$ cat src/hw/rtl/aesi_pkg.sv
// shared types and constants of the escape sequence interpreter
package aesi_pkg;

  // field widths
  localparam int COL_W   = 7;   // cursor column, enough for the widest screen
  localparam int ROW_W   = 6;   // cursor row, enough for the tallest screen
  localparam int NUM_W   = 16;  // collected decimal number
  localparam int CHAR_W  = 8;
  localparam int LROW_W  = 5;   // row width on the ports
  localparam int CFG_IDX_W = 1;
  localparam int MAX_REQ = 3;
  localparam int REQ_IDX_W = 2;

  localparam logic [NUM_W-1:0] NUM_SAT = '1;

  // configuration register indexes
  localparam logic [CFG_IDX_W-1:0] CFG_STEP_LEFT  = 1'b0;
  localparam logic [CFG_IDX_W-1:0] CFG_STEP_RIGHT = 1'b1;

  localparam logic [COL_W-1:0] STEP_LEFT_RST  = 7'd0;
  localparam logic [COL_W-1:0] STEP_RIGHT_RST = 7'd79;

  // status flag codes
  localparam logic [1:0] STAT_NONE  = 2'd0;
  localparam logic [1:0] STAT_PAREN = 2'd1;
  localparam logic [1:0] STAT_QUERY = 2'd2;

  // request kinds
  typedef enum logic [1:0] {
    REQ_NONE  = 2'd0,
    REQ_ATTR  = 2'd1,
    REQ_ERASE = 2'd2
  } req_kind_t;

  // character codes
  localparam logic [CHAR_W-1:0] CH_ESC      = 8'h1B;
  localparam logic [CHAR_W-1:0] CH_SHIFT_IN = 8'h0F;
  localparam logic [CHAR_W-1:0] CH_LBRACK   = 8'h5B;  // [
  localparam logic [CHAR_W-1:0] CH_LPAREN   = 8'h28;  // (
  localparam logic [CHAR_W-1:0] CH_RPAREN   = 8'h29;  // )
  localparam logic [CHAR_W-1:0] CH_QUERY    = 8'h3F;  // ?
  localparam logic [CHAR_W-1:0] CH_SEMI     = 8'h3B;  // ;
  localparam logic [CHAR_W-1:0] CH_ZERO     = 8'h30;
  localparam logic [CHAR_W-1:0] CH_NINE     = 8'h39;
  localparam logic [CHAR_W-1:0] CH_UP       = 8'h41;  // A
  localparam logic [CHAR_W-1:0] CH_DOWN     = 8'h42;  // B
  localparam logic [CHAR_W-1:0] CH_RIGHT    = 8'h43;  // C
  localparam logic [CHAR_W-1:0] CH_LEFT     = 8'h44;  // D
  localparam logic [CHAR_W-1:0] CH_POS      = 8'h48;  // H
  localparam logic [CHAR_W-1:0] CH_ERASE_S  = 8'h4A;  // J
  localparam logic [CHAR_W-1:0] CH_ERASE_L  = 8'h4B;  // K
  localparam logic [CHAR_W-1:0] CH_UP_L     = 8'h4C;  // L
  localparam logic [CHAR_W-1:0] CH_POS_F    = 8'h66;  // f
  localparam logic [CHAR_W-1:0] CH_SET_MODE = 8'h68;  // h
  localparam logic [CHAR_W-1:0] CH_RST_MODE = 8'h6C;  // l
  localparam logic [CHAR_W-1:0] CH_ATTR     = 8'h6D;  // m
  localparam logic [CHAR_W-1:0] CH_REGION   = 8'h72;  // r
  localparam logic [CHAR_W-1:0] CH_SAVE     = 8'h73;  // s
  localparam logic [CHAR_W-1:0] CH_RESTORE  = 8'h75;  // u

  // one classified item as handed from the parser to the result sequencer
  typedef struct packed {
    logic                               handled;
    logic [REQ_IDX_W-1:0]               last_idx;
    req_kind_t [MAX_REQ-1:0]            kind;
    logic [MAX_REQ-1:0][NUM_W-1:0]      value;
    logic [COL_W-1:0]                   col;
    logic [ROW_W-1:0]                   row;
  } job_t;

  // decimal accumulate with saturation
  function automatic logic [NUM_W-1:0] acc_digit(input logic [NUM_W-1:0] acc,
                                                 input logic [3:0] dig);
    logic [NUM_W+3:0] v;
    v = ({4'b0, acc} << 3) + ({4'b0, acc} << 1) + {{NUM_W{1'b0}}, dig};
    return (v > {4'b0, NUM_SAT}) ? NUM_SAT : v[NUM_W-1:0];
  endfunction

endpackage

$ cat src/hw/rtl/aesi_front.sv
// parser front end: decodes each transaction, updates cursor state, builds a job
module aesi_front #(
  parameter int COLUMNS = 80,
  parameter int ROWS    = 25
) (
  input  logic                               clk,
  input  logic                               rst_n,
  input  logic                               cfg_we,
  input  logic [aesi_pkg::CFG_IDX_W-1:0]     cfg_index,
  input  logic [aesi_pkg::COL_W-1:0]         cfg_wdata,
  input  logic                               accept,
  input  logic                               mode,
  input  logic [aesi_pkg::CHAR_W-1:0]        char_code,
  input  logic [aesi_pkg::COL_W-1:0]         load_col,
  input  logic [aesi_pkg::LROW_W-1:0]        load_row,
  output aesi_pkg::job_t                     job
);

  localparam int COL_W = aesi_pkg::COL_W;
  localparam int ROW_W = aesi_pkg::ROW_W;
  localparam int NUM_W = aesi_pkg::NUM_W;
  localparam logic [COL_W-1:0] COL_MAX = COL_W'(COLUMNS - 1);
  localparam logic [ROW_W-1:0] ROW_MAX = ROW_W'(ROWS - 1);
  localparam logic [NUM_W-1:0] SCREEN  = NUM_W'(ROWS * COLUMNS);

  typedef enum logic [2:0] {
    PH_IDLE = 3'd0,
    PH_ESC  = 3'd1,
    PH_CSI  = 3'd2,
    PH_NUM1 = 3'd3,
    PH_NUM2 = 3'd4,
    PH_NUM3 = 3'd5
  } phase_t;

  phase_t             phase_r, phase_nxt;
  logic [NUM_W-1:0]   first_r, first_nxt;
  logic [NUM_W-1:0]   second_r, second_nxt;
  logic [NUM_W-1:0]   third_r, third_nxt;
  logic [1:0]         status_r, status_nxt;
  logic [COL_W-1:0]   col_r, col_nxt;
  logic [ROW_W-1:0]   row_r, row_nxt;
  logic [COL_W-1:0]   scol_r, scol_nxt;
  logic [ROW_W-1:0]   srow_r, srow_nxt;
  logic               svalid_r, svalid_nxt;
  logic [COL_W-1:0]   left_r;
  logic [COL_W-1:0]   right_r;

  logic               is_dig;
  logic [3:0]         dig;
  logic [NUM_W-1:0]   acc_in;
  logic [NUM_W-1:0]   acc_out;
  logic [NUM_W-1:0]   erase_scr;
  logic [NUM_W-1:0]   erase_line;
  logic [NUM_W-1:0]   row_room;
  logic [NUM_W-1:0]   col_room;
  logic [ROW_W-1:0]   lrow_ext;

  // shared decimal accumulator, fed from the number being collected
  assign is_dig = (char_code >= aesi_pkg::CH_ZERO) && (char_code <= aesi_pkg::CH_NINE);
  assign dig    = char_code[3:0];
  always_comb begin
    case (phase_r)
      PH_NUM1: acc_in = first_r;
      PH_NUM2: acc_in = second_r;
      default: acc_in = third_r;
    endcase
  end
  assign acc_out = aesi_pkg::acc_digit(acc_in, dig);

  // erase counts and room left for relative moves
  assign erase_scr  = NUM_W'((NUM_W'(ROWS) - NUM_W'(row_r)) * NUM_W'(COLUMNS))
                      - NUM_W'(col_r);
  assign erase_line = NUM_W'(COLUMNS) - NUM_W'(col_r);
  assign row_room   = NUM_W'(ROW_MAX - row_r);
  assign col_room   = NUM_W'(COL_MAX - col_r);
  assign lrow_ext   = ROW_W'(load_row);

  // next state and job contents
  always_comb begin
    phase_nxt  = PH_IDLE;
    first_nxt  = first_r;
    second_nxt = second_r;
    third_nxt  = third_r;
    status_nxt = status_r;
    col_nxt    = col_r;
    row_nxt    = row_r;
    scol_nxt   = scol_r;
    srow_nxt   = srow_r;
    svalid_nxt = svalid_r;
    job        = '0;
    job.kind   = {aesi_pkg::REQ_NONE, aesi_pkg::REQ_NONE, aesi_pkg::REQ_NONE};

    if (mode) begin
      phase_nxt = phase_r;
      col_nxt   = (load_col > COL_MAX) ? COL_MAX : load_col;
      row_nxt   = (lrow_ext > ROW_MAX) ? ROW_MAX : lrow_ext;
    end else begin
      unique case (phase_r)
        PH_IDLE: begin
          if (char_code == aesi_pkg::CH_ESC) begin
            phase_nxt   = PH_ESC;
            job.handled = 1'b1;
          end
        end
        PH_ESC: begin
          if (char_code == aesi_pkg::CH_LBRACK || char_code == aesi_pkg::CH_LPAREN ||
              char_code == aesi_pkg::CH_RPAREN) begin
            first_nxt   = '0;
            phase_nxt   = PH_CSI;
            job.handled = 1'b1;
            if (char_code == aesi_pkg::CH_RPAREN) begin
              status_nxt = aesi_pkg::STAT_PAREN;
            end
          end
        end
        PH_CSI: begin
          job.handled = 1'b1;
          if (is_dig) begin
            first_nxt = NUM_W'(dig);
            phase_nxt = (status_r == aesi_pkg::STAT_PAREN) ? PH_IDLE : PH_NUM1;
          end else begin
            unique case (char_code) inside
              aesi_pkg::CH_ATTR: begin
                job.kind[0] = aesi_pkg::REQ_ATTR;
              end
              aesi_pkg::CH_SAVE: begin
                scol_nxt   = col_r;
                srow_nxt   = row_r;
                svalid_nxt = 1'b1;
              end
              aesi_pkg::CH_RESTORE: begin
                if (svalid_r) begin
                  col_nxt    = scol_r;
                  row_nxt    = srow_r;
                  svalid_nxt = 1'b0;
                end
              end
              aesi_pkg::CH_POS: begin
                col_nxt = '0;
                row_nxt = '0;
              end
              aesi_pkg::CH_ERASE_S: begin
                job.kind[0]  = aesi_pkg::REQ_ERASE;
                job.value[0] = erase_scr;
              end
              aesi_pkg::CH_ERASE_L: begin
                job.kind[0]  = aesi_pkg::REQ_ERASE;
                job.value[0] = erase_line;
              end
              aesi_pkg::CH_UP, aesi_pkg::CH_DOWN: begin
              end
              aesi_pkg::CH_RIGHT: begin
                if (col_r < right_r && col_r < COL_MAX) col_nxt = col_r + 1'b1;
              end
              aesi_pkg::CH_LEFT: begin
                if (col_r > left_r) col_nxt = col_r - 1'b1;
              end
              default: job.handled = 1'b0;
            endcase
          end
        end
        PH_NUM1: begin
          job.handled = 1'b1;
          if (is_dig) begin
            first_nxt = acc_out;
            phase_nxt = PH_NUM1;
          end else begin
            unique case (char_code) inside
              aesi_pkg::CH_SET_MODE: begin
              end
              aesi_pkg::CH_QUERY: begin
                status_nxt = aesi_pkg::STAT_QUERY;
                second_nxt = '0;
                phase_nxt  = PH_NUM2;
              end
              aesi_pkg::CH_SEMI: begin
                second_nxt = '0;
                phase_nxt  = PH_NUM2;
              end
              aesi_pkg::CH_ERASE_S: begin
                if (first_r == NUM_W'(2)) begin
                  col_nxt      = '0;
                  row_nxt      = '0;
                  job.kind[0]  = aesi_pkg::REQ_ERASE;
                  job.value[0] = SCREEN;
                end else begin
                  job.handled = 1'b0;
                end
              end
              aesi_pkg::CH_ATTR: begin
                job.kind[0]  = aesi_pkg::REQ_ATTR;
                job.value[0] = first_r;
              end
              aesi_pkg::CH_UP: begin
                row_nxt = (first_r > NUM_W'(row_r)) ? '0 : row_r - first_r[ROW_W-1:0];
              end
              aesi_pkg::CH_DOWN: begin
                row_nxt = (first_r >= row_room) ? ROW_MAX : row_r + first_r[ROW_W-1:0];
              end
              aesi_pkg::CH_RIGHT: begin
                col_nxt = (first_r >= col_room) ? COL_MAX : col_r + first_r[COL_W-1:0];
              end
              aesi_pkg::CH_LEFT: begin
                col_nxt = (first_r > NUM_W'(col_r)) ? '0 : col_r - first_r[COL_W-1:0];
              end
              default: job.handled = 1'b0;
            endcase
          end
        end
        PH_NUM2: begin
          job.handled = 1'b1;
          if (is_dig) begin
            second_nxt = acc_out;
            phase_nxt  = PH_NUM2;
          end else begin
            unique case (char_code) inside
              aesi_pkg::CH_SEMI: begin
                third_nxt = '0;
                phase_nxt = PH_NUM3;
              end
              aesi_pkg::CH_POS, aesi_pkg::CH_POS_F: begin
                // absolute place, numbers count from one
                if (second_r == '0)                  col_nxt = '0;
                else if (second_r > NUM_W'(COLUMNS)) col_nxt = COL_MAX;
                else                                 col_nxt = COL_W'(second_r - 1'b1);
                if (first_r == '0)                   row_nxt = '0;
                else if (first_r > NUM_W'(ROWS))     row_nxt = ROW_MAX;
                else                                 row_nxt = ROW_W'(first_r - 1'b1);
              end
              aesi_pkg::CH_ATTR: begin
                job.kind[0]  = aesi_pkg::REQ_ATTR;
                job.value[0] = first_r;
                job.kind[1]  = aesi_pkg::REQ_ATTR;
                job.value[1] = second_r;
                job.last_idx = 2'd1;
              end
              aesi_pkg::CH_RST_MODE, aesi_pkg::CH_UP_L, aesi_pkg::CH_SET_MODE,
              aesi_pkg::CH_REGION, aesi_pkg::CH_SHIFT_IN: begin
              end
              aesi_pkg::CH_ERASE_S: begin
                col_nxt      = '0;
                row_nxt      = '0;
                job.kind[0]  = aesi_pkg::REQ_ERASE;
                job.value[0] = SCREEN;
              end
              default: job.handled = 1'b0;
            endcase
          end
        end
        PH_NUM3: begin
          job.handled = 1'b1;
          if (is_dig) begin
            third_nxt = acc_out;
            phase_nxt = PH_NUM3;
          end else if (char_code == aesi_pkg::CH_ATTR) begin
            job.kind     = {aesi_pkg::REQ_ATTR, aesi_pkg::REQ_ATTR, aesi_pkg::REQ_ATTR};
            job.value[0] = first_r;
            job.value[1] = second_r;
            job.value[2] = third_r;
            job.last_idx = 2'd2;
          end else begin
            job.handled = 1'b0;
          end
        end
        default: job.handled = 1'b0;
      endcase
    end
    job.col = col_nxt;
    job.row = row_nxt;
  end

  // parser state, cursor and configuration registers
  always_ff @(posedge clk) begin
    if (!rst_n) begin
      phase_r  <= PH_IDLE;
      first_r  <= '0;
      second_r <= '0;
      third_r  <= '0;
      status_r <= aesi_pkg::STAT_NONE;
      col_r    <= '0;
      row_r    <= '0;
      scol_r   <= '0;
      srow_r   <= '0;
      svalid_r <= 1'b0;
      left_r   <= aesi_pkg::STEP_LEFT_RST;
      right_r  <= aesi_pkg::STEP_RIGHT_RST;
    end else begin
      if (accept) begin
        phase_r  <= phase_nxt;
        first_r  <= first_nxt;
        second_r <= second_nxt;
        third_r  <= third_nxt;
        status_r <= status_nxt;
        col_r    <= col_nxt;
        row_r    <= row_nxt;
        scol_r   <= scol_nxt;
        srow_r   <= srow_nxt;
        svalid_r <= svalid_nxt;
      end
      if (cfg_we) begin
        if (cfg_index == aesi_pkg::CFG_STEP_LEFT)  left_r  <= cfg_wdata;
        if (cfg_index == aesi_pkg::CFG_STEP_RIGHT) right_r <= cfg_wdata;
      end
    end
  end

  // cursor never leaves the screen
  a_col_range: assert property (@(posedge clk) disable iff (!rst_n) col_r <= COL_MAX)
    else $error("cursor column beyond last column");
  a_row_range: assert property (@(posedge clk) disable iff (!rst_n) row_r <= ROW_MAX)
    else $error("cursor row beyond last row");

endmodule

$ cat src/hw/rtl/aesi_queue.sv
// two-entry job queue between parser and result sequencer
module aesi_queue (
  input  logic            clk,
  input  logic            rst_n,
  input  logic            push,
  input  aesi_pkg::job_t  push_job,
  input  logic            pop,
  output aesi_pkg::job_t  head_job,
  output logic            full,
  output logic            not_empty
);

  localparam int DEPTH = 2;

  aesi_pkg::job_t   mem_r [DEPTH];
  logic             wr_ptr_r;
  logic             rd_ptr_r;
  logic [1:0]       cnt_r, cnt_nxt;

  assign full      = (cnt_r == 2'(DEPTH));
  assign not_empty = (cnt_r != '0);
  assign head_job  = mem_r[rd_ptr_r];

  // occupancy
  always_comb begin
    cnt_nxt = cnt_r;
    case ({push, pop})
      2'b10:   cnt_nxt = cnt_r + 1'b1;
      2'b01:   cnt_nxt = cnt_r - 1'b1;
      default: cnt_nxt = cnt_r;
    endcase
  end

  // pointers and count
  always_ff @(posedge clk) begin
    if (!rst_n) begin
      wr_ptr_r <= 1'b0;
      rd_ptr_r <= 1'b0;
      cnt_r    <= '0;
    end else begin
      if (push) wr_ptr_r <= ~wr_ptr_r;
      if (pop)  rd_ptr_r <= ~rd_ptr_r;
      cnt_r <= cnt_nxt;
    end
  end

  // entry storage
  always_ff @(posedge clk) begin
    if (push) mem_r[wr_ptr_r] <= push_job;
  end

  a_no_overflow: assert property (@(posedge clk) disable iff (!rst_n)
    !(push && full && !pop))
    else $error("job pushed into a full queue");
  a_no_underflow: assert property (@(posedge clk) disable iff (!rst_n)
    pop |-> not_empty)
    else $error("job popped from an empty queue");

endmodule

$ cat src/hw/rtl/aesi_back.sv
// result sequencer: spreads each job over one to three registered results
module aesi_back (
  input  logic                            clk,
  input  logic                            rst_n,
  input  aesi_pkg::job_t                  head_job,
  input  logic                            head_valid,
  output logic                            pop,
  output logic                            out_valid,
  input  logic                            out_ready,
  output logic                            out_handled,
  output logic [1:0]                      out_request_kind,
  output logic [aesi_pkg::NUM_W-1:0]      out_request_value,
  output logic [aesi_pkg::COL_W-1:0]      out_cursor_col_out,
  output logic [aesi_pkg::LROW_W-1:0]     out_cursor_row_out,
  output logic                            out_last_of_run
);

  logic [aesi_pkg::REQ_IDX_W-1:0]  idx_r;
  logic                            out_valid_r;
  logic                            handled_r;
  aesi_pkg::req_kind_t             kind_r;
  logic [aesi_pkg::NUM_W-1:0]      value_r;
  logic [aesi_pkg::COL_W-1:0]      col_r;
  logic [aesi_pkg::LROW_W-1:0]     row_r;
  logic                            last_r;
  logic                            load;

  // take the next result when the output register is free or being drained
  assign load = head_valid && (!out_valid_r || out_ready);
  assign pop  = load && (idx_r == head_job.last_idx);

  // control
  always_ff @(posedge clk) begin
    if (!rst_n) begin
      out_valid_r <= 1'b0;
      idx_r       <= '0;
    end else begin
      if (load) begin
        out_valid_r <= 1'b1;
        idx_r       <= pop ? '0 : idx_r + 1'b1;
      end else if (out_ready) begin
        out_valid_r <= 1'b0;
      end
    end
  end

  // result payload
  always_ff @(posedge clk) begin
    if (load) begin
      handled_r <= head_job.handled;
      kind_r    <= head_job.kind[idx_r];
      value_r   <= head_job.value[idx_r];
      col_r     <= head_job.col;
      row_r     <= head_job.row[aesi_pkg::LROW_W-1:0];
      last_r    <= pop;
    end
  end

  assign out_valid          = out_valid_r;
  assign out_handled        = handled_r;
  assign out_request_kind   = kind_r;
  assign out_request_value  = value_r;
  assign out_cursor_col_out = col_r;
  assign out_cursor_row_out = row_r;
  assign out_last_of_run    = last_r;

  a_mid_run_idx: assert property (@(posedge clk) disable iff (!rst_n)
    (out_valid_r && !last_r) |-> (idx_r != '0))
    else $error("result index lost inside a run");

endmodule

$ cat src/hw/rtl/ansi_escape_sequence_interpreter.sv
// top level of the escape sequence interpreter: parser, job queue, result sequencer
//
// channel   direction  handshake            payload
// in_       input      in_valid/in_ready    mode, char_code, load_col, load_row
// out_      output     out_valid/out_ready  handled, request kind/value, cursor, last
// cfg_      input      cfg_we               cfg_index, cfg_wdata (step limits)
//
// one input transaction is taken per cycle while the two-entry job queue has room
// each transaction yields one to three results, one per cycle if out_ready stays high
// an input transaction is written into the job queue, and the output register takes
// each result from the queue head, so results pass through both registers
// synchronous active-low reset clears parser, cursor and saved cursor, and reloads
// the default step limits
// a stalled output fills the queue, then in_ready drops until results drain
module ansi_escape_sequence_interpreter #(
  parameter int COLUMNS = 80,
  parameter int ROWS    = 25
) (
  input  logic                             clk,
  input  logic                             rst_n,
  input  logic                             cfg_we,
  input  logic [aesi_pkg::CFG_IDX_W-1:0]   cfg_index,
  input  logic [aesi_pkg::COL_W-1:0]       cfg_wdata,
  input  logic                             in_valid,
  output logic                             in_ready,
  input  logic                             in_mode,
  input  logic [aesi_pkg::CHAR_W-1:0]      in_char_code,
  input  logic [aesi_pkg::COL_W-1:0]       in_load_col,
  input  logic [aesi_pkg::LROW_W-1:0]      in_load_row,
  output logic                             out_valid,
  input  logic                             out_ready,
  output logic                             out_handled,
  output logic [1:0]                       out_request_kind,
  output logic [aesi_pkg::NUM_W-1:0]       out_request_value,
  output logic [aesi_pkg::COL_W-1:0]       out_cursor_col_out,
  output logic [aesi_pkg::LROW_W-1:0]      out_cursor_row_out,
  output logic                             out_last_of_run
);

  aesi_pkg::job_t  new_job;
  aesi_pkg::job_t  head_job;
  logic            accept;
  logic            q_full;
  logic            q_not_empty;
  logic            q_pop;

  assign in_ready = !q_full;
  assign accept   = in_valid && in_ready;

  // classify the transaction and update parser state
  aesi_front #(
    .COLUMNS (COLUMNS),
    .ROWS    (ROWS)
  ) u_front (
    .clk       (clk),
    .rst_n     (rst_n),
    .cfg_we    (cfg_we),
    .cfg_index (cfg_index),
    .cfg_wdata (cfg_wdata),
    .accept    (accept),
    .mode      (in_mode),
    .char_code (in_char_code),
    .load_col  (in_load_col),
    .load_row  (in_load_row),
    .job       (new_job)
  );

  // decouple parser from result delivery
  aesi_queue u_queue (
    .clk       (clk),
    .rst_n     (rst_n),
    .push      (accept),
    .push_job  (new_job),
    .pop       (q_pop),
    .head_job  (head_job),
    .full      (q_full),
    .not_empty (q_not_empty)
  );

  // emit results
  aesi_back u_back (
    .clk                (clk),
    .rst_n              (rst_n),
    .head_job           (head_job),
    .head_valid         (q_not_empty),
    .pop                (q_pop),
    .out_valid          (out_valid),
    .out_ready          (out_ready),
    .out_handled        (out_handled),
    .out_request_kind   (out_request_kind),
    .out_request_value  (out_request_value),
    .out_cursor_col_out (out_cursor_col_out),
    .out_cursor_row_out (out_cursor_row_out),
    .out_last_of_run    (out_last_of_run)
  );

endmodule
$ cat config.mk
export PLATFORM = sky130hd
export DESIGN_NAME = ansi_escape_sequence_interpreter
export DESIGN_NICKNAME = d
export VERILOG_FILES = /design/src/hw/rtl/aesi_pkg.sv /design/src/hw/rtl/aesi_front.sv /design/src/hw/rtl/aesi_queue.sv /design/src/hw/rtl/aesi_back.sv /design/src/hw/rtl/ansi_escape_sequence_interpreter.sv
export SDC_FILE = /design/constraint.sdc
export NUM_CORES = 1
export LEC_CHECK = 0
export BUFFER_PORTS_ARGS = -buffer_cell sky130_fd_sc_hd__buf_2
export CORE_AREA = 2 2 238 170
export CTS_BUF_LIST = sky130_fd_sc_hd__clkbuf_8
export CTS_CLUSTER_SIZE = 28
export DETAILED_ROUTE_END_ITERATION = 12
export DIE_AREA = 0 0 240 172
export SETUP_SLACK_MARGIN = 0.5
export SYNTH_ARGS = -nofsm -noshare
export SYNTH_HDL_FRONTEND = slang
export SYNTH_SLANG_ARGS = --single-unit
$ cat constraint.sdc
create_clock -name clk -period 6.9 [get_ports clk]
set_clock_uncertainty 0.1 [all_clocks]
set_input_delay 1.725 -clock clk [delete_from_list [all_inputs] [get_ports clk]]
set_output_delay 1.725 -clock clk [all_outputs]
set_load 0.01 [all_outputs]
# Word-level counts from Yosys, hierarchy flattened
# Memories as Yosys holds them, arrays and structs flattened. A register that Yosys moved wholly into a read port is not among the register bits.
# Index checks and enable logic that the tools add are counted.
[classes]
addsub = 18
multipliers = 1
order_cmp = 15
n_eq_ne = 44
n_mux = 109
bitwise_logic = 5
reduce_logical = 36
[op_table]
columns = ["cell", "count"]
rows = [
  ["16-bit one-hot mux with 2 select lines", 7],
  ["16-bit 2-to-1 mux", 13],
  ["8-bit by 7-bit equality test with 1-bit output, second input constant", 16],
  ["57-bit 2-to-1 mux", 2],
  ["7-bit 2-to-1 mux", 13],
  ["16-bit one-hot mux with 4 select lines", 1],
  ["6-bit 2-to-1 mux", 10],
  ["56-bit 2-to-1 mux", 1],
  ["16-bit one-hot mux with 3 select lines", 1],
  ["7-bit one-hot mux with 3 select lines", 2],
  ["6-bit one-hot mux with 3 select lines", 2],
  ["16-bit binary-select mux with 2-bit select", 1],
  ["8-bit by 6-bit equality test with 1-bit output, second input constant", 4],
  ["16-bit >= comparator", 2],
  ["16-bit zero test", 2],
  ["32-bit 2-to-1 mux", 1],
  ["2-bit one-hot mux with 2 select lines", 7],
  ["7-bit one-hot mux with 4 select lines", 1],
  ["2-bit 2-to-1 mux", 12],
  ["3-bit 2-to-1 mux", 8],
  ["6-bit one-hot mux with 2 select lines", 2],
  ["19-bit by 17-bit adder with 20-bit output", 1],
  ["20-bit by 4-bit adder with 20-bit output", 1],
  ["20-bit by 16-bit greater-than comparator with 1-bit output, second input constant", 1],
  ["other kinds (59)", 117],
]
[totals]
reg_bits = 133
ramBits = 140
out_inout_bits = 34
elab_cells = 252
mem_count = 1
[memory_table]
columns = ["memory", "depth", "word_bits", "rd", "rd_clocked_by_memory_dff", "wr", "line", "text"]
rows = [
  ["u_queue.mem_r", 2, 70, 1, 1, 1, "aesi_queue.sv:15", "aesi_pkg::job_t mem_r [DEPTH];"],
]

# Depth between registers and ports, before layout
# Gate-level depths: netlist of the first run.
[logic_depth]
word_depth = 8
ltp_mapped = 18
ltp_nobuf = 15

# Cells and area by module
# A second synthesis of the first run with hierarchy kept.
[hier_totals]
hier_cells = 1755
area_unflattened_um2 = 17047.6
[by_module_without_submodules]
columns = ["mod", "instances", "cells_each", "area_per_inst_um2"]
rows = [
  ["aesi_front", 1, 1398, 10211.0],
  ["aesi_queue", 1, 240, 5251.3],
  ["aesi_back", 1, 115, 1575.3],
  ["ansi_escape_sequence_interpreter", 1, 2, 10.0],
]

# Worst setup path after synthesis of the first run
# OpenSTA, ideal clock, no wires.
[synth_timing]
kind = "input -> register"
from = "input in_valid"
to = "memory u_queue.mem_r[0][0] (netlist name) (enable)"
setup_ps = 493
arrival_ps = 5182
required_time_ps = 6307
path_slack_ps = 1126
stages = 5
path_buffers = 2
cell_sequence = "and2_1 -> clkbuf_1 -> inv_1 -> clkbuf_1 -> nor2_1"
[synth_via]
elab_chain_cells = 3
[synth_lines]
columns = ["item", "line", "text"]
rows = [
  ["start: declaration", "ansi_escape_sequence_interpreter.sv:24", "input logic in_valid,"],
  ["1-bit logical AND", "ansi_escape_sequence_interpreter.sv:48", "assign accept = in_valid && in_ready;"],
  ["1-bit 2-to-1 mux", "aesi_queue.sv:49", "if (push) mem_r[wr_ptr_r] <= push_job;"],
  ["1-bit 2-to-1 mux (implied by the code)", "aesi_queue.sv:49", ""],
  ["end: declaration", "aesi_queue.sv:15", ""],
]
# No other way between the ends.

# Worst setup path after layout of the first run
[layout_timing]
from = "register u_front.phase_r[1]"
to = "register u_front.third_r[12]"
[layout_via]
elab_chain_cells = 8
[layout_lines]
columns = ["item", "line", "text"]
rows = [
  ["start: declaration", "aesi_front.sv:35", "phase_t phase_r, phase_nxt;"],
  ["start signal: assignment", "aesi_front.sv:289", "phase_r <= phase_nxt;"],
  ["3-bit equality test / 3-bit by 2-bit equality test with 1-bit output (equally long branches)", "aesi_front.sv:62, aesi_front.sv:98", ""],
  ["16-bit one-hot mux with 2 select lines", "aesi_front.sv:62", "case (phase_r)"],
  ["19-bit by 17-bit adder with 20-bit output", "aesi_pkg.sv:75", "v = ({4'b0, acc} << 3) + ({4'b0, acc} << 1) + {{NUM_W{1'b0}}, dig};"],
  ["20-bit by 4-bit adder with 20-bit output", "aesi_pkg.sv:75", ""],
  ["20-bit by 16-bit greater-than comparator with 1-bit output", "aesi_pkg.sv:76", "return (v > {4'b0, NUM_SAT}) ? NUM_SAT : v[NUM_W-1:0];"],
  ["16-bit 2-to-1 mux", "aesi_pkg.sv:76", ""],
  ["16-bit 2-to-1 mux", "aesi_front.sv:252", "if (is_dig) begin"],
  ["16-bit one-hot mux with 2 select lines", "aesi_front.sv:98", "unique case (phase_r)"],
  ["end signal: assignment", "aesi_front.sv:292", "third_r <= third_nxt;"],
  ["end: declaration", "aesi_front.sv:38", "logic [NUM_W-1:0] third_r, third_nxt;"],
]
# Parallel ways exist; a longest one is shown, timed or not. The select of a mux whose other input is x is not followed.
# A chain may end at the register's enable or synchronous reset.

==> results.md, run 1 <==
- # nets final: 1955
- Average wire per standard cell: 23.6 µm
- Initial DRC Count: 1638
- Layout fillers: 3811
- CTS hold repair buffers: 0
- Slew headroom: 17.5%
- Pleak: 6.90 nW
- CTS tree: yes
- Startpoint Class: flip-flop
- Synth area leaders: edfxtp_1 30%, dfxtp_1 12%, ha_1 10%
- Register area share after synthesis: 42.4%
- Final worst slack: 1.65 ns
- Most frequent cell after synthesis: edfxtp_1
- DR vias/cell: 6.04
- GRT Total Usage: 26.9%
- Final setup viols: 0
- Top Ports: 68
- Crit Path Max Fanout: 20
- RSZ-0062 raised after global routing: false
- DRT Pass-1 Iters: 8
- Top cells by count, synth: 166 x edfxtp_1, 165 x nand2_1, 157 x nor2_1, 138 x ha_1
- Clk sinks: 268
- DRT Wirelength: 55200 µm
- GRT overflow: 0
- Mapped Avg Cell Area: 9.63 µm²
- Global-route wire length before repair: 83500 µm
- Vias: 14100
- Final worst-path cycle share: 76.1%
- Number of global-route vias before repair: 13300
- Req. time, crit path: 7.28 ns
- Post-synth EDFFs: 166
- Synth area leader: edfxtp_1
- Synthesis-stage register bit count: 268
- Routed Antenna Nets: 0
- Core area: 39100 µm²
- Slew Viols, Final: 0
- Worst slack, placed: 1.72 ns
- Setup Buffers After CTS: 0
- Cts repair resizes: 0
- Fmax: 191 MHz
- Layout area overhead: 10.7%
- TritonCTS Buffers: 45
- Htree depth: 2
- Kind of critical path: reg -> reg
- R2R Setup Slk: 1.65 ns
- Distinct cells, synth: 81
- Die ar.: 41300 µm²
- Ratio of cells with drive above 1 in the final layout: 11.6%
- Synth warn: 0
- Crit. End Element: flip-flop
- Worst-path clk slew: 0.06 ns
- Fin Setup TNS: 0 ns
- Largest net degree at the start of global routing: 54
- DIE WIDTH: 240 µm
- # port buffers: 67
- Mapped Area: 16600 µm²
- Max-cap violations: 0
- Data arrival, critical path: 5.63 ns
- HPWL Detailed: 40400 µm
- Hold Vio Cnt, Final: 0
- Tightest Pin Transition: 1.23 ns
- Top cell type's share of synthesized area: 30.0%
- Hold slack: 0.352 ns
- Std-Cell Rows: 61
- Synth Flop Type: edfxtp_1
- Hold WC Path Type: reg -> reg
- VDD IR max: 0.192 mV
- Routability cong.: 1.01
- DRC Markers: 0
- P per Cell Area: 275 nW/µm²
- Clock root buffer: clkbuf_8
- Gate Count Post-Synth: 1723
- Clock Path Buffers: 3
- Worst skew pair latency: 0.61 ns
- Syn_nets: 1902
- Antenna violations before repair: 0
- Initial Util: 42.5%
- Die span in y: 172 µm
- Fin crit period: 5.25 ns
- Status: completed
- Post-synthesis async set-or-reset flop share: 0%
-- cells in the final DEF, fill, tap and decap left out, types with 19 or more instances in the layout --
master    count
o21a_1       19
a21oi_1     104
mux2i_1      28
buf_2        67
a211oi_1     20
nor2_1      155
dfxtp_1     101
clkbuf_8     50
inv_1        96
a22oi_1      31
a31oi_1      19
and2_1       36
o22ai_1      23
buf_4        30
o21ai_0     106
edfxtp_1    166
xnor2_1      44
ha_1        138
nand4_1      19
nand3_1      35
nor3_1       41
xor2_1       21
nand2_1     165
-- path summary, 6_finish.rpt --
path | startpoint | cells past startpoint | to
min reg2reg | u_front.status_r[1]$_SDFFE_PN0P_ | 2 | u_front.status_r[1]$_SDFFE_PN0P_
max reg2reg | u_front.phase_r[1]$_SDFFE_PN0P_ | 14 | u_front.third_r[12]$_SDFFE_PN0P_
min | u_front.status_r[1]$_SDFFE_PN0P_ | 2 | u_front.status_r[1]$_SDFFE_PN0P_
max | u_front.phase_r[1]$_SDFFE_PN0P_ | 14 | u_front.third_r[12]$_SDFFE_PN0P_
-- through the flow --
| step | instance area (µm²) | std cells | power (mW) | util (%) |
|---|---|---|---|---|
| floorplan | 16600 | 1723 | 3.19 | - |
| global placement | 17500 | 2264 | 3.64 | 44.8 |
| detailed placement | 17500 | 2264 | 3.65 | 44.8 |
| CTS | 18400 | 2341 | 5.07 | 47.0 |
| global route | 18400 | 2341 | 5.32 | 47.0 |
| finish | 18400 | 2342 | 5.05 | 47.0 |
-- metal layers --
layer  up-vias  share of wire (%)  global-route usage [%]
met5         -                  0                       0
met4         0                2.1                    6.48
met3       102                 12                    7.73
met2       712                 39                    36.5
met1      6834                 47                    41.2
li1       6489                  -                       -
-- kinds of logic after synthesis --
| family | share of synthesized area (%) |
|---|---|
| compound gates | 18.0 |
| buf+inv | 3.95 |
| xor+xnor | 3.43 |
| fa+ha+maj | 11.3 |
| flops | 42.4 |
| mux | 5.02 |
| simple gates | 16.0 |
-- cell type report --
cell class	count	area (µm²)	share of cell area, %
antenna	1	2.50	0.0136
clock buffer	50	688	3.75
clock inverter	27	180	0.981
inverter	82	308	1.68
multi-input combinational	1282	8940	48.6
sequential	268	7030	38.3
tap	535	669	3.64
timing repair buffer	97	561	3.05
-- state kept, by name, summed over array words and instances (netlist names), named ones only --
| register | count |
|---|---|
| u_front.scol_r | 7 |
| u_front.first_r | 16 |
| u_queue.wr_ptr_r | 1 |
| u_back.out_cursor_row_out | 5 |
| u_front.left_r | 7 |
| u_back.out_handled | 1 |
| u_front.row_r | 6 |
| u_front.col_r | 7 |
| u_front.status_r | 2 |
| u_back.out_valid | 1 |
| u_queue.mem_r | 134 |
| u_front.right_r | 7 |
| u_queue.cnt_r | 2 |
| u_front.phase_r | 3 |
| u_back.out_last_of_run | 1 |
| u_front.srow_r | 6 |
| u_front.second_r | 16 |
| u_back.out_request_value | 16 |
| u_queue.rd_ptr_r | 1 |
| u_back.out_cursor_col_out | 7 |
| u_back.out_request_kind | 2 |
| u_back.idx_r | 2 |
| u_front.third_r | 16 |
| u_front.svalid_r | 1 |
-- critical path: stages, from the launching register on --
cell	delay (ns)
dfxtp_1	0.60
nor2b_1	0.35
nand2_1	0.61
o221ai_1	0.61
fa_1	0.54
fa_1	0.49
a211oi_1	0.30
o21ai_0	0.19
a21oi_1	0.26
o21ai_0	0.18
and4_1	0.21
o21ai_1	0.11
buf_4	0.26
nor2_1	0.11
o21ai_0	0.21
-- report_power, final --
part | internal, mW | leakage [nW] | switching [mW] | total (mW)
registers | 2.05 | 2.41 | 0.0978 | 2.14
clock network | 0.741 | 0.501 | 0.671 | 1.41
logic | 0.580 | 3.99 | 0.912 | 1.49
total | 3.37 | 6.90 | 1.68 | 5.05
Power figures use the tool's default switching activity.
==> inputs of run 2 (changes only) <==
--- a/config.mk
+++ b/config.mk
@@ -5,12 +5,13 @@
 export SDC_FILE = /design/constraint.sdc
 export NUM_CORES = 1
 export LEC_CHECK = 0
+export ABC_AREA = 1
 export BUFFER_PORTS_ARGS = -buffer_cell sky130_fd_sc_hd__buf_2
-export CORE_AREA = 2 2 238 170
+export CORE_AREA = 2 2 245 175
 export CTS_BUF_LIST = sky130_fd_sc_hd__clkbuf_8
 export CTS_CLUSTER_SIZE = 28
 export DETAILED_ROUTE_END_ITERATION = 12
-export DIE_AREA = 0 0 240 172
+export DIE_AREA = 0 0 247 177
 export SETUP_SLACK_MARGIN = 0.5
 export SYNTH_ARGS = -nofsm -noshare
 export SYNTH_HDL_FRONTEND = slang
==> constraint.sdc (replaced) <==
create_clock -name clk -period 5.05 [get_ports clk]
set_clock_uncertainty 0.1 [all_clocks]
set_input_delay 1.2625 -clock clk [delete_from_list [all_inputs] [get_ports clk]]
set_output_delay 1.2625 -clock clk [all_outputs]
set_load 0.01 [all_outputs]
==> results.md, run 2 <==
- Data arrival, critical path: 4.68 ns (-0.95 ns)
- Worst-path clk slew: 0.07 ns (about the same)
- Most frequent cell after synthesis: nand2_1
- DRT Wirelength: 59100 µm (+7.0%)
- Tightest Pin Transition: 0.896 ns (-0.336 ns)
- Busiest grt layer: met1
- Die ar.: 43700 µm² (+5.9%)
- Max reg flops: 134 (unchanged)
- Pwr Total: 6.97 mW (+38%)
- Ratio of cells with drive above 1 in the final layout: 11.1% (-0.48 points)
- Fmax: 230 MHz (+21%)
- Worst skew pair latency: 0.61 ns (about the same)
- Startpoint Class: flip-flop
- Routed Antenna Nets: 0 (unchanged)
- Slew headroom: 40.3% (+23 points)
- Crit. End Element: flip-flop
- Vias: 16300 (+16%)
- GR Layer Usage met3: 6.05% (-1.7 points)
- Die span in y: 177 µm (+2.9%)
- Layout fillers: 4069 (+6.8%)
- TritonCTS Buffers: 47 (+4.4%)
- Clk sinks: 268 (unchanged)
- Initial DRC Count: 1973 (+20%)
- Fin Setup TNS: 0 ns (unchanged)
- Final worst slack: 0.706 ns (-0.945 ns)
- Met1 Use GR: 44.0% (+2.9 points)
- Std-Cell Rows: 63 (+3.3%)
- Mapped Area: 17500 µm² (+5.8%)
- Largest net degree at the start of global routing: 66 (+22%)
- Synth warn: 0 (unchanged)
- Number of global-route vias before repair: 14800 (+11%)
- Antenna violations before repair: 0 (unchanged)
- CTS hold repair buffers: 0 (unchanged)
- Top Ports: 68 (unchanged)
- CTS tree: yes
- Synth area leader: edfxtp_1
- Gate Count Post-Synth: 2242 (+30%)
- Htree depth: 2 (unchanged)
- Most frequent cell on the critical path: nand3_1
- GRT overflow: 0 (unchanged)
- Max-cap violations: 0 (unchanged)
- # port buffers: 67 (unchanged)
- Seq pwr share: 41.6% (-0.9 points)
- Hold Vio Cnt, Final: 0 (unchanged)
- Top cells by count, synth: 502 x nand2_1, 254 x nor2_1, 213 x inv_1, 194 x a21oi_1, 166 x edfxtp_1
- DRT Pass-1 Iters: 7 (-1)
- Met2 usage in global routing: 35.0% (-1.5 points)
- Synth Flop Type: edfxtp_1
- Mapped Avg Cell Area: 7.83 µm² (-19%)
- Register area share after synthesis: 40.0% (-2.3 points)
- Pleak: 8.46 nW (+23%)
- Switching pwr: 2.45 mW (+46%)
- Synthesis-stage register bit count: 268 (unchanged)
- Internal Pwr Total: 4.52 mW (+34%)
- Final setup viols: 0 (unchanged)
- Layout area overhead: 11.8%
- Clock root buffer: clkbuf_8
- Core area: 41500 µm² (+6.3%)
- Slowest stage cell, crit path: fa_1
- Slew Viols, Final: 0 (unchanged)
- Hold WC Path Type: reg -> reg
- RSZ-0062 raised after global routing: false
- Reg with most FFs: u_queue.mem_r
- Worst slack, placed: 0.603 ns (-1.12 ns)
- GRT Total Usage: 27.0% (+0.13 points)
- Post-synthesis async set-or-reset flop share: 0% (unchanged)
- Global-route wire length before repair: 89100 µm (+6.8%)
- Reg area: 7030 µm² (about the same)
- Distinct cells, synth: 64 (-21%)
- Finished Cell Area: 19600 µm² (+6.8%)
- Slowest cell delay on critical path: 0.58 ns (-0.03 ns)
- Status: completed
- Commonest non-fill, non-tap cell in the layout: nand2_1
- DR vias/cell: 5.61 (-7.1%)
- DRC Markers: 0 (unchanged)
- Average wire per standard cell: 20.3 µm (-14%)
- Kind of critical path: reg -> reg
- Synth area leaders: edfxtp_1 28%, dfxtp_1 12%, nand2_1 11%
- N_diodes: 0 (-1)
- Req. time, crit path: 5.39 ns (-1.89 ns)
- Initial Util: 42.2% (-0.21 points)
- Syn_nets: 2421 (+27%)
- Crit path cell chain: inv_2 > nor2_4 > nand2_4 > inv_2 > nor2_4 > nand2_1 > o221ai_1 > fa_1 > fa_1 > nand3_1 > nand3_1 > a21oi_2 > or2_1 > nand3_1 > a22oi_2 > buf_4 > nand3_1 > nand2_1 > a21oi_1
- Clock share of power: 29.7% (+1.7 points)
- Post-synth EDFFs: 166 (unchanged)
- DIE WIDTH: 247 µm (+2.9%)
- Top cell type's share of synthesized area: 28.4% (-1.6 points)
- Fin crit period: 4.34 ns (-0.905 ns)
- Switching Share: 35.2% (+1.9 points)
- Final worst-path cycle share: 86.0% (+10 points)
- Clock Path Buffers: 3 (unchanged)
- Crit Path Max Fanout: 17 (-15%)
- Placed Area: 18600 µm² (+6.4%)
- Commonest non-fill, non-tap cells in the layout: 502 x nand2_1, 251 x nor2_1, 222 x inv_1, 193 x a21oi_1, 166 x edfxtp_1
- HPWL Detailed: 44600 µm (+10%)
- Routability cong.: 0.984 (-2.1%)
- P per Cell Area: 355 nW/µm² (+29%)
- # nets final: 2508 (+28%)
- Gate power share: 28.8% (-0.8 points)
- Multi-input logic area: 9310 µm² (+4.2%)
- VDD IR max: 0.399 mV (+110%)
run 2: power groups by stage:
stage / registers [mW] / clock network [mW] / logic, mW
floorplan: 3.01 / 0 / 1.23
global placement: 2.93 / 0 / 1.96
detailed placement: 2.94 / 0 / 1.99
CTS: 2.90 / 2.10 / 2.00
global route: 2.93 / 2.20 / 2.26
finish: 2.90 / 2.07 / 2.01
run 2: path summary, 6_finish.rpt:
check	endpoint	depth (start not counted)	from	slack (ns)
setup / recovery	u_front.second_r[4]$_SDFFE_PN0P_	19	u_front.phase_r[1]$_SDFFE_PN0P_	0.71
hold / removal	u_front.third_r[10]$_SDFFE_PN0P_	2	u_front.third_r[10]$_SDFFE_PN0P_	0.36
setup reg to reg	u_front.second_r[4]$_SDFFE_PN0P_	19	u_front.phase_r[1]$_SDFFE_PN0P_	0.71
hold reg to reg	u_front.third_r[10]$_SDFFE_PN0P_	2	u_front.third_r[10]$_SDFFE_PN0P_	0.36
run 2: timing repair:
item / 4_1_cts / 5_1_grt
setup buffers: 0 / 3
endpoints found under the setup margin: 0 / 48
gates resized for setup: 0 / 2
run 2: final cells by class:
class                   count  share of cell area (%)
repair buffers            117                    3.81
clock inverters            35                    1.49
multi-input cells        1658                    47.4
inverters                 237                    4.55
flip-flops and latches    268                    35.8
well taps                 552                    3.52
clock buffers              48                    3.37
run 2: cell families after synthesis:
kind of cell    count (synthesis)  synth area share (%)
simple gates                 1011                  24.8
flops                         268                  40.0
mux                             1                0.0570
compound gates                452                  15.0
xor+xnor                       49                  2.45
fa+ha+maj                     145                  10.6
buf+inv                       316                  7.07
run 2: metrics by stage:
step | hold WS [ns] | util, % | instances
2_1_floorplan | 0.335 | - | 2242
3_3_place_gp | 0.352 | 44.8 | 2829
3_5_place_dp | 0.355 | 44.8 | 2829
4_1_cts | 0.364 | 47.1 | 2912
5_1_grt | 0.379 | 47.2 | 2915
6_report | 0.365 | 47.2 | 2915
run 2: layer usage:
metal	vias to the layer above	share of wire (%)
met1	7655	49
met3	83	12
met2	815	37
met4	2	1.7
li1	7791	-
met5	-	0.12
run 2: critical path, delay by kind of cell, from the launching register on:
kind	cells	cell delay (ns)
flops	1	0.42
compound gates	4	0.74
fa+ha+maj	2	1.06
simple gates	10	1.24
buf+inv	3	0.59
